<file path="src/sv/i2crts_pkg.sv">
// ----------------------------------------------------------------------------
// i2crts_pkg
// Shared types, codes and helpers of the i2c register transaction sequencer.
// ----------------------------------------------------------------------------
package i2crts_pkg;

  // default width of the byte counters
  localparam int COUNT_BITS_DEF = 16;

  // widths of the item fields
  localparam int FUNC_W   = 3;
  localparam int DEV_W    = 7;
  localparam int REG_W    = 16;
  localparam int RBYTES_W = 2;
  localparam int LEN_W    = 16;
  localparam int BYTE_W   = 8;
  localparam int PHASE_W  = 3;

  // event codes on the func field
  localparam logic [FUNC_W-1:0] FUNC_START    = 3'd0;
  localparam logic [FUNC_W-1:0] FUNC_TX_READY = 3'd1;
  localparam logic [FUNC_W-1:0] FUNC_RX_BYTE  = 3'd2;
  localparam logic [FUNC_W-1:0] FUNC_NACK     = 3'd3;
  localparam logic [FUNC_W-1:0] FUNC_ARB_LOST = 3'd4;

  // phase codes as reported in the result item
  localparam logic [PHASE_W-1:0] PHC_IDLE   = 3'd0;
  localparam logic [PHASE_W-1:0] PHC_REG    = 3'd1;
  localparam logic [PHASE_W-1:0] PHC_SWITCH = 3'd2;
  localparam logic [PHASE_W-1:0] PHC_TXDATA = 3'd3;
  localparam logic [PHASE_W-1:0] PHC_RXDATA = 3'd4;

  // register address byte handling
  localparam logic [RBYTES_W-1:0] REG_BYTES_MAX = 2'd2;
  localparam logic [REG_W-1:0]    ADDR_HI_MASK  = 16'hFF00;
  localparam logic [REG_W-1:0]    ADDR_LO_MASK  = 16'h00FF;
  localparam int                  BYTE_SHIFT    = 8;

  // sequencer state, one-hot
  typedef enum logic [4:0] {
    PH_IDLE   = 5'b00001,
    PH_REG    = 5'b00010,
    PH_SWITCH = 5'b00100,
    PH_TXDATA = 5'b01000,
    PH_RXDATA = 5'b10000
  } phase_e;

  typedef struct packed {
    logic [FUNC_W-1:0]   func;
    logic [DEV_W-1:0]    target_addr;
    logic [REG_W-1:0]    reg_addr;
    logic [RBYTES_W-1:0] reg_bytes;
    logic                is_read;
    logic [LEN_W-1:0]    length;
    logic                keep_bus;
    logic [BYTE_W-1:0]   data_byte;
    logic [BYTE_W-1:0]   rx_byte;
  } in_item_t;

  typedef struct packed {
    logic               send_valid;
    logic [BYTE_W-1:0]  send_byte;
    logic               data_taken;
    logic               send_start;
    logic               send_stop;
    logic               to_receiver;
    logic               recv_valid;
    logic [BYTE_W-1:0]  recv_byte;
    logic               done_res;
    logic [PHASE_W-1:0] phase;
    logic               nack_seen;
    logic [DEV_W-1:0]   slave_address;
  } out_item_t;

  // one-hot state to reported phase code
  function automatic logic [PHASE_W-1:0] phase_code(input phase_e ph);
    logic [PHASE_W-1:0] code;
    unique case (ph)
      PH_IDLE:   code = PHC_IDLE;
      PH_REG:    code = PHC_REG;
      PH_SWITCH: code = PHC_SWITCH;
      PH_TXDATA: code = PHC_TXDATA;
      PH_RXDATA: code = PHC_RXDATA;
      default:   code = PHC_IDLE;
    endcase
    return code;
  endfunction

endpackage

</file>
<file path="src/sv/i2crts_if.sv">
// ----------------------------------------------------------------------------
// i2crts channel interfaces
// Valid/ready channels carrying bus events in and sequencer results out.
// ----------------------------------------------------------------------------
interface i2crts_in_if import i2crts_pkg::*; ();
  logic     valid;
  logic     ready;
  in_item_t payload;

  modport source (output valid, output payload, input ready);
  modport sink   (input valid, input payload, output ready);
endinterface

interface i2crts_out_if import i2crts_pkg::*; ();
  logic      valid;
  logic      ready;
  out_item_t payload;

  modport source (output valid, output payload, input ready);
  modport sink   (input valid, input payload, output ready);
endinterface

</file>
<file path="src/sv/i2crts_in_reg.sv">
// ----------------------------------------------------------------------------
// i2crts_in_reg
// Input register: holds one event item until the sequencer consumes it.
// ----------------------------------------------------------------------------
module i2crts_in_reg import i2crts_pkg::*; (
  input  logic      clk_i,
  input  logic      rst_ni,
  i2crts_in_if.sink in_i,
  input  logic      adv_i,
  output logic      valid_o,
  output in_item_t  item_o
);

  logic     valid_q, valid_d;
  in_item_t item_q;
  logic     load;

  // free when empty or when the held item moves on this cycle
  assign in_i.ready = !valid_q || adv_i;
  assign load       = in_i.valid && in_i.ready;
  assign valid_d    = in_i.ready ? in_i.valid : valid_q;

  always_ff @(posedge clk_i or negedge rst_ni) begin
    if (!rst_ni) begin
      valid_q <= 1'b0;
    end else begin
      valid_q <= valid_d;
    end
  end

  // payload, no reset
  always_ff @(posedge clk_i) begin
    if (load) begin
      item_q <= in_i.payload;
    end
  end

  assign valid_o = valid_q;
  assign item_o  = item_q;

endmodule

</file>
<file path="src/sv/i2crts_seq.sv">
// ----------------------------------------------------------------------------
// i2crts_seq
// Transaction state and the per-event next-state and result logic.
// ----------------------------------------------------------------------------
module i2crts_seq import i2crts_pkg::*; #(
  parameter int CountBits = COUNT_BITS_DEF
) (
  input  logic      clk_i,
  input  logic      rst_ni,
  input  logic      step_i,
  input  in_item_t  item_i,
  output out_item_t res_o
);

  localparam int ExtW = (CountBits > LEN_W) ? CountBits : LEN_W;

  phase_e                phase_q, phase_d;
  logic [RBYTES_W-1:0]   abl_q, abl_d;
  logic [REG_W-1:0]      raddr_q, raddr_d;
  logic [CountBits-1:0]  write_q, write_d;
  logic [CountBits-1:0]  read_q, read_d;
  logic                  no_stop_q, no_stop_d;
  logic                  nack_q, nack_d;
  logic [DEV_W-1:0]      target_q, target_d;

  logic [ExtW-1:0]       len_ext;
  logic [ExtW-1:0]       cnt_max;
  logic [CountBits-1:0]  len_cnt;
  logic [RBYTES_W-1:0]   rb_clamp;

  // saturate the requested length to the counter width
  assign len_ext  = ExtW'(item_i.length);
  assign cnt_max  = ExtW'({CountBits{1'b1}});
  assign len_cnt  = (len_ext > cnt_max) ? cnt_max[CountBits-1:0] : len_ext[CountBits-1:0];
  assign rb_clamp = (item_i.reg_bytes > REG_BYTES_MAX) ? REG_BYTES_MAX : item_i.reg_bytes;

  // next state and result for the event in the input register
  always_comb begin
    logic [CountBits-1:0] read_next;
    phase_d   = phase_q;
    abl_d     = abl_q;
    raddr_d   = raddr_q;
    write_d   = write_q;
    read_d    = read_q;
    no_stop_d = no_stop_q;
    nack_d    = nack_q;
    target_d  = target_q;
    read_next = read_q;
    res_o     = '0;

    case (item_i.func)
      FUNC_START: begin
        target_d         = item_i.target_addr;
        raddr_d          = item_i.reg_addr;
        abl_d            = rb_clamp;
        res_o.send_start = 1'b1;
        if (item_i.is_read) begin
          no_stop_d = 1'b0;
          write_d   = '0;
          read_d    = len_cnt;
          if (rb_clamp == '0) begin
            // plain read goes straight to receive
            phase_d = PH_RXDATA;
            if (len_cnt <= CountBits'(1)) begin
              res_o.send_stop = 1'b1;
            end
          end else begin
            phase_d = PH_REG;
          end
        end else begin
          no_stop_d = item_i.keep_bus;
          write_d   = len_cnt;
          read_d    = '0;
          phase_d   = (rb_clamp == '0) ? PH_TXDATA : PH_REG;
        end
      end
      FUNC_TX_READY: begin
        unique case (phase_q)
          PH_REG: begin
            res_o.send_valid = 1'b1;
            if (abl_q > RBYTES_W'(1)) begin
              res_o.send_byte = BYTE_W'((raddr_q & ADDR_HI_MASK) >> BYTE_SHIFT);
              abl_d           = abl_q - RBYTES_W'(1);
            end else begin
              res_o.send_byte = BYTE_W'(raddr_q & ADDR_LO_MASK);
              abl_d           = '0;
              phase_d         = (read_q != '0) ? PH_SWITCH : PH_TXDATA;
            end
          end
          PH_SWITCH: begin
            // repeated start, turn the bus around
            res_o.send_start = 1'b1;
            phase_d          = PH_RXDATA;
            if (read_q == CountBits'(1)) begin
              res_o.send_stop = 1'b1;
            end
          end
          PH_TXDATA: begin
            if (write_q != '0) begin
              res_o.send_valid = 1'b1;
              res_o.send_byte  = item_i.data_byte;
              res_o.data_taken = 1'b1;
              write_d          = write_q - CountBits'(1);
            end else begin
              res_o.send_stop = !no_stop_q;
              res_o.done_res  = 1'b1;
              phase_d         = PH_IDLE;
            end
          end
          default: begin
          end
        endcase
      end
      FUNC_RX_BYTE: begin
        if (phase_q == PH_RXDATA) begin
          if (read_q != '0) begin
            res_o.recv_valid = 1'b1;
            res_o.recv_byte  = item_i.rx_byte;
            read_next        = read_q - CountBits'(1);
          end
          read_d = read_next;
          // stop goes out ahead of the last byte
          if (read_next == CountBits'(1)) begin
            res_o.send_stop = 1'b1;
          end else if (read_next == '0) begin
            res_o.done_res = 1'b1;
            phase_d        = PH_IDLE;
          end
        end
      end
      FUNC_NACK: begin
        nack_d          = 1'b1;
        res_o.send_stop = 1'b1;
        res_o.done_res  = 1'b1;
        phase_d         = PH_IDLE;
      end
      FUNC_ARB_LOST: begin
        res_o.done_res = 1'b1;
        phase_d        = PH_IDLE;
      end
      default: begin
      end
    endcase

    res_o.to_receiver   = (phase_d == PH_RXDATA);
    res_o.phase         = phase_code(phase_d);
    res_o.nack_seen     = nack_d;
    res_o.slave_address = target_d;
  end

  // transaction state, updated when the event moves to the result register
  always_ff @(posedge clk_i or negedge rst_ni) begin
    if (!rst_ni) begin
      phase_q   <= PH_IDLE;
      abl_q     <= '0;
      raddr_q   <= '0;
      write_q   <= '0;
      read_q    <= '0;
      no_stop_q <= 1'b0;
      nack_q    <= 1'b0;
      target_q  <= '0;
    end else if (step_i) begin
      phase_q   <= phase_d;
      abl_q     <= abl_d;
      raddr_q   <= raddr_d;
      write_q   <= write_d;
      read_q    <= read_d;
      no_stop_q <= no_stop_d;
      nack_q    <= nack_d;
      target_q  <= target_d;
    end
  end

endmodule

</file>
<file path="src/sv/i2crts_out_reg.sv">
// ----------------------------------------------------------------------------
// i2crts_out_reg
// Result register: holds one result item until the receiver takes it.
// ----------------------------------------------------------------------------
module i2crts_out_reg import i2crts_pkg::*; (
  input  logic          clk_i,
  input  logic          rst_ni,
  input  logic          load_i,
  input  out_item_t     res_i,
  output logic          space_o,
  i2crts_out_if.source  out_o
);

  logic      valid_q, valid_d;
  out_item_t res_q;

  // room for a new result when empty or when the held one leaves now
  assign space_o = !valid_q || out_o.ready;
  assign valid_d = load_i ? 1'b1 : (out_o.ready ? 1'b0 : valid_q);

  always_ff @(posedge clk_i or negedge rst_ni) begin
    if (!rst_ni) begin
      valid_q <= 1'b0;
    end else begin
      valid_q <= valid_d;
    end
  end

  always_ff @(posedge clk_i) begin
    if (load_i) begin
      res_q <= res_i;
    end
  end

  assign out_o.valid   = valid_q;
  assign out_o.payload = res_q;

endmodule

</file>
<file path="src/sv/i2c_register_transaction_sequencer_core.sv">
// ----------------------------------------------------------------------------
// i2c_register_transaction_sequencer_core
// Steps an i2c master through register read and write transactions.
// ----------------------------------------------------------------------------
// Usage:
//   in_i carries bus events (start, tx ready, byte received, nack, arbitration
//   lost); out_o carries exactly one result item per event, telling
//   the byte engine what to send, whether to issue start or stop, and the
//   transaction phase, sticky nack flag and slave address.
//   An accepted event sits in the input register while the sequencer logic
//   evaluates it; the result register loads the result when it has room,
//   and the result is offered on out_o from that register until taken.
//   Throughput is one event per cycle while out_o is not stalled; the
//   transaction state updates through next-state logic between the two
//   registers.
//   When out_o is stalled the result register holds, the input register
//   still takes one more event, and in_i.ready then drops until the result
//   is taken. Nothing is dropped or repeated.
//   Reset puts the sequencer idle with all counters, the register address,
//   the slave address and the nack flag at zero, and empties both registers.
//   The nack flag is cleared only by reset.
// ----------------------------------------------------------------------------
module i2c_register_transaction_sequencer_core import i2crts_pkg::*; #(
  parameter int CountBits = COUNT_BITS_DEF
) (
  input  logic         clk_i,
  input  logic         rst_ni,
  i2crts_in_if.sink    in_i,
  i2crts_out_if.source out_o
);

  logic      held_valid;
  in_item_t  held_item;
  logic      out_space;
  logic      adv;
  out_item_t res;

  // event moves from input register to result register
  assign adv = held_valid && out_space;

  i2crts_in_reg u_in_reg (
    .clk_i   (clk_i),
    .rst_ni  (rst_ni),
    .in_i    (in_i),
    .adv_i   (adv),
    .valid_o (held_valid),
    .item_o  (held_item)
  );

  i2crts_seq #(
    .CountBits (CountBits)
  ) u_seq (
    .clk_i  (clk_i),
    .rst_ni (rst_ni),
    .step_i (adv),
    .item_i (held_item),
    .res_o  (res)
  );

  i2crts_out_reg u_out_reg (
    .clk_i   (clk_i),
    .rst_ni  (rst_ni),
    .load_i  (adv),
    .res_i   (res),
    .space_o (out_space),
    .out_o   (out_o)
  );

  // a finished or aborted transaction always reports idle
  assert property (@(posedge clk_i) disable iff (!rst_ni)
    out_o.valid && out_o.payload.done_res |-> out_o.payload.phase == PHC_IDLE)
    else $error("done result with non-idle phase");

  // direction follows the reported phase
  assert property (@(posedge clk_i) disable iff (!rst_ni)
    out_o.valid |-> out_o.payload.to_receiver == (out_o.payload.phase == PHC_RXDATA))
    else $error("to_receiver disagrees with phase");

  // nack flag never falls back once reported
  assert property (@(posedge clk_i) disable iff (!rst_ni)
    out_o.valid && out_o.ready && out_o.payload.nack_seen
      |=> !out_o.valid || out_o.payload.nack_seen)
    else $error("sticky nack flag cleared");

  // no send and receive of a byte from the same event
  assert property (@(posedge clk_i) disable iff (!rst_ni)
    out_o.valid |-> !(out_o.payload.send_valid && out_o.payload.recv_valid))
    else $error("send and receive in one result");

  // idle bytes read as zero
  assert property (@(posedge clk_i) disable iff (!rst_ni)
    out_o.valid && !out_o.payload.send_valid |-> out_o.payload.send_byte == '0)
    else $error("send_byte set without send_valid");

endmodule
</file>
<file path="src/flat_wrapper.sv">
// flat-port wrapper written by rule: the top's interface ports become plain ports
module i2c_register_transaction_sequencer_core_flat import i2crts_pkg::*;
#(
  parameter int CountBits = COUNT_BITS_DEF
)
  (clk_i, rst_ni, in_i_valid, in_i_payload, in_i_ready, out_o_valid, out_o_payload, out_o_ready);
  i2crts_in_if in_i_i ();
  i2crts_out_if out_o_i ();
  input  logic clk_i;
  input  logic rst_ni;
  input wire logic [$bits(in_i_i.valid)-1:0] in_i_valid;
  input wire logic [$bits(in_i_i.payload)-1:0] in_i_payload;
  output wire logic [$bits(in_i_i.ready)-1:0] in_i_ready;
  output wire logic [$bits(out_o_i.valid)-1:0] out_o_valid;
  output wire logic [$bits(out_o_i.payload)-1:0] out_o_payload;
  input wire logic [$bits(out_o_i.ready)-1:0] out_o_ready;
  assign in_i_i.valid = in_i_valid;
  assign in_i_i.payload = in_i_payload;
  assign in_i_ready = in_i_i.ready;
  assign out_o_valid = out_o_i.valid;
  assign out_o_payload = out_o_i.payload;
  assign out_o_i.ready = out_o_ready;
  i2c_register_transaction_sequencer_core #(.CountBits(CountBits)) u_core (.clk_i(clk_i), .rst_ni(rst_ni), .in_i(in_i_i), .out_o(out_o_i));
endmodule
</file>
<file path="config.mk">
export PLATFORM = sky130hd
export DESIGN_NAME = i2c_register_transaction_sequencer_core_flat
export DESIGN_NICKNAME = d
export VERILOG_FILES = /design/src/sv/i2crts_pkg.sv /design/src/sv/i2crts_if.sv /design/src/sv/i2crts_in_reg.sv /design/src/sv/i2crts_seq.sv /design/src/sv/i2crts_out_reg.sv /design/src/sv/i2c_register_transaction_sequencer_core.sv /design/src/flat_wrapper.sv
export SDC_FILE = /design/constraint.sdc
export NUM_CORES = 1
export LEC_CHECK = 0
export BUFFER_PORTS_ARGS = -buffer_cell sky130_fd_sc_hd__buf_2
export CAP_MARGIN = 30
export CORE_MARGIN = 10
export CORE_UTILIZATION = 35
export DETAILED_ROUTE_END_ITERATION = 16
export PLACE_DENSITY = 0.5
export SYNTH_ARGS = -nofsm -noshare
export SYNTH_HDL_FRONTEND = slang
export SYNTH_HIERARCHICAL = 1
export SYNTH_SLANG_ARGS = --single-unit
</file>
<file path="constraint.sdc">
create_clock -name clk_i -period 3.4 [get_ports clk_i]
set_input_delay 0.17 -clock clk_i [delete_from_list [all_inputs] [get_ports clk_i]]
set_output_delay 0.17 -clock clk_i [all_outputs]
set_load 0.01 [all_outputs]
</file>
==> results.txt <==
----------------------------------------------------
[Yosys]
  Count of distinct cell types in the synthesized netlist ... 70
  Cell type with the largest total area after synthesis ... sky130_fd_sc_hd__edfxtp_1
  Synthesized instance count ... 623
  Total of warnings raised by yosys ... 6
  Fraction of synthesized cell area taken by the top area cell type ... 39.1%
  Async set or reset register ratio after synthesis ... 40.7%
  Sequential share of the synthesized area ... 61.5%
  Net count of the mapped netlist ... slightly below 700
  Most used standard cells in the synthesized netlist ... sky130_fd_sc_hd__edfxtp_1 (96), sky130_fd_sc_hd__nor2_1 (74), sky130_fd_sc_hd__dfrtp_1 (65), sky130_fd_sc_hd__o21ai_0 (48), sky130_fd_sc_hd__a21oi_1 (38)
  Post-synthesis register bit count ... 162
  Post-synth EDFFs ... 96
  Synthesized area per cell ... roughly 12 sq um
  Biggest area contributors in the synthesized netlist ... sky130_fd_sc_hd__edfxtp_1 (39%), sky130_fd_sc_hd__dfrtp_1 (22%), sky130_fd_sc_hd__mux2_2 (4.9%)
  Dominant register cell in the synthesized netlist ... sky130_fd_sc_hd__edfxtp_1
  Cell area after synthesis ... 7370 sq um
  Cell with the most instances after synthesis ... sky130_fd_sc_hd__edfxtp_1

[Clocking]
  Clock buffer count from CTS ... 17
  Number of sinks driven by the clock tree ... between 150 and 200
  Clock network latency to the later pin of the worst-skew pair ... 0.43 ns
  Post-cts sizing count ... 0
  Htree depth ... 4
  Hold-fix buffer count after cts ... 64
  Clock tree buffer depth ... 2
  Root Driver ... sky130_fd_sc_hd__clkbuf_16
  Clock tree from TritonCTS ... done
  Clock slew at reported path FFs ... 0.07 ns
  Buffer count from post-CTS setup fixing ... 0

[Detailed routing]
  First-pass iteration count of the detailed router ... 5
  Wire length per cell after detailed routing ... 17.8 microns
  Wire length reported by the detailed router ... 19.3 mm
  Total vias in the final route ... 5682
  Via density per instance ... 5.26
  Number of antenna-violating nets in the routed design ... 0
  Number of DRC violations after detailed-routing iteration 0 ... approximately 350
  DRC Markers ... 0

[Die]
  Full die area ... between 20000 and 30000 sq um
  Top-level port count ... 102
  Number of standard-cell rows in the floorplan ... 53
  Core Region ... 20900 sq um
  Initial core utilization ... 35.3%
  Die outline width ... 165 microns
  Die Span Y ... 165 microns

[Placed design]
  Count of port buffers added during placement ... 101
  Weighted congestion at the end of routability-driven global placement ... 0.919
  Setup slack at placement ... 0.409 ns
  HPWL after detailed placement ... 13.2 mm

[Setup path]
  Path depth of the worst reg2reg path ... 9
  Crit Path Class ... flop to flop
  Worst r2r dst ... u_core/u_out_reg/out_o.payload[10]
  Kind of launch point of the worst setup path ... flop
  Highest fanout seen on the critical path ... 7
  Slack of the worst reg-to-reg path ... 0.37 ns
  Worst endpoint required time ... between 3 and 4 ns
  CP endpoint kind ... flop
  Reg-to-Reg Start ... u_core/u_seq/read_q[0]
  Arrival @ worst endpoint ... 3.20 ns

[Timing]
  Part of the cycle the worst path needs ... 89.1%
  Slew at the pin closest to its max-slew limit ... 0.880 ns
  RSZ-0062 raised after global routing ... no
  Final number of hold-violating endpoints ... 0
  Final Max Slew Viols ... 0
  Finish-stage setup viols ... 0
  Slack of the critical path ... between 0.3 and 0.4 ns
  Clock period minus worst slack ... 3.03 ns
  Timing-limited maximum frequency ... 330 MHz
  Summed negative setup slack over all endpoints ... 0 ns
  Worst clock skew on the final layout ... around 0.0086 ns
  Rel. slew slack ... 41.3%

[Flow run]
  Maximum Capacitance Violations ... 0

[Run status]
  Outcome ... complete, no violations

[GRT]
  Pin count of the biggest net entering global routing ... 67
  Global-route wire length before repair ... 31.1 mm
  Antenna violations before repair ... 0
  GRT Resource Usage Total ... 14.4%
  Number of global-route vias before repair ... 5864
  Global-route congestion overflow total ... 0

[Power]
  Max IR drop VDD ... 0.367 mV
  Cell area power density ... between 600 and 700 nW/um^2
  Leakage power total ... approximately 3.8 nW

[Cells and area]
  Share of the core filled with cells ... 45.5%
  Final antenna diode count ... 0
  Fraction of final layout cells with drive strength greater than 1 ... 24.8%
  Final net count ... 863
  P&R area growth vs syn ... 28.9%

[Min path]
  Worst hold path type ... input port to async pin

----------------------------------------------------
## layer usage
layer / part of all wire [%] / vias to the layer above / wire length [microns] / global-route usage, %
li1: - / 2698 / - / -
met1: 45 / 2779 / 8590 / 18.7
met2: 48 / 181 / 9180 / 22.7
met3: 6.2 / 24 / 1190 / 3.87
met4: 1.7 / 0 / 319 / 5.39
met5: 0 / - / 0 / 0
## final cells by class
class                   count  area, sq um
fillers                  1913        11400
flip-flops and latches    162         4540
multi-input cells         413         2640
repair buffers            185         1330
clock buffers              19          443
well taps                 275          344
clock inverters            13          154
inverters                  14         52.6
## worst max-delay path, cell delays in order (launching register included)
cell and delay [ns]:
sky130_fd_sc_hd__dfrtp_1 0.45, sky130_fd_sc_hd__inv_1 0.12, sky130_fd_sc_hd__ha_1 0.18, sky130_fd_sc_hd__nor4b_1 0.37, sky130_fd_sc_hd__and4_1 0.29, sky130_fd_sc_hd__o21ai_0 0.18
sky130_fd_sc_hd__nor4b_2 0.42, sky130_fd_sc_hd__nand3_1 0.16, sky130_fd_sc_hd__o41a_1 0.41, sky130_fd_sc_hd__and4_1 0.20
## metrics by stage
stage	instance area (sq um)	power (mW)	cells	hold WS, ns
final	9500	6.45	1081	0.252
after global routing	9500	6.84	1081	0.291
after CTS	9460	6.51	1079	0.00686
after detailed placement	8230	4.48	983	0.348
after global placement	8230	4.44	983	0.346
after floorplan	7370	3.96	623	-0.126
## power by group
part	internal [mW]	leakage (nW)	switching [mW]
clock	1.07	0.292	0.863
sequential	2.55	1.74	0.395
combinational	0.719	1.73	0.848
total	4.34	3.76	2.11
## registers in the layout, indices dropped and copies added (netlist names)
register                        cells
u_core/u_in_reg/valid_o             1
u_core/u_seq/write_q               16
u_core/u_out_reg/out_o.valid        1
u_core/u_seq/nack_q                 1
u_core/u_seq/no_stop_q              1
u_core/u_seq/target_q               7
u_core/u_seq/read_q                16
u_core/u_seq/abl_q                  2
u_core/u_seq/raddr_q               16
u_core/u_seq/phase_q                5
u_core/u_out_reg/out_o.payload     34
u_core/u_in_reg/item_o             62
## cell families after synthesis
group	Yosys count	synth area share, %
buffers and inverters	48	2.66
adder cells (fa/ha/maj)	4	0.679
AND/OR/NAND/NOR	207	15.3
AO/OA/AOI/OAI	158	13.4
flip-flops	162	61.5
multiplexers	41	6.11
XOR/XNOR	3	0.356
## how the worst max path moves through the flow
stage                     slack (ns)                    from                                  to  cells past startpoint
final                           0.37  u_core/u_seq/read_q[0]  u_core/u_out_reg/out_o.payload[10]                      9
after global routing            0.06  u_core/u_seq/read_q[0]   u_core/u_out_reg/out_o.payload[9]                      9
after CTS                       0.39  u_core/u_seq/read_q[0]  u_core/u_out_reg/out_o.payload[10]                      9
after detailed placement        0.41  u_core/u_seq/read_q[0]   u_core/u_out_reg/out_o.payload[9]                      9
after global placement          0.45  u_core/u_seq/read_q[4]  u_core/u_out_reg/out_o.payload[10]                      6
after floorplan                 0.55  u_core/u_seq/read_q[6]  u_core/u_out_reg/out_o.payload[21]                      7
## cells in the final DEF, fill, tap and decap left out, types with 9 or more instances in the layout
cell	instances
sky130_fd_sc_hd__a31oi_1	14
sky130_fd_sc_hd__nor2_1	74
sky130_fd_sc_hd__clkbuf_16	17
sky130_fd_sc_hd__nor3_1	20
sky130_fd_sc_hd__dfrtp_1	65
sky130_fd_sc_hd__dlygate4sd3_1	65
sky130_fd_sc_hd__mux2_2	32
sky130_fd_sc_hd__nand2_1	24
sky130_fd_sc_hd__buf_2	101
sky130_fd_sc_hd__and2_1	12
sky130_fd_sc_hd__edfxtp_1	96
sky130_fd_sc_hd__o21ai_0	48
sky130_fd_sc_hd__buf_4	17
sky130_fd_sc_hd__inv_1	14
sky130_fd_sc_hd__a21oi_1	38
sky130_fd_sc_hd__mux2i_1	9
Note: power is estimated with default switching activity, not from simulation.
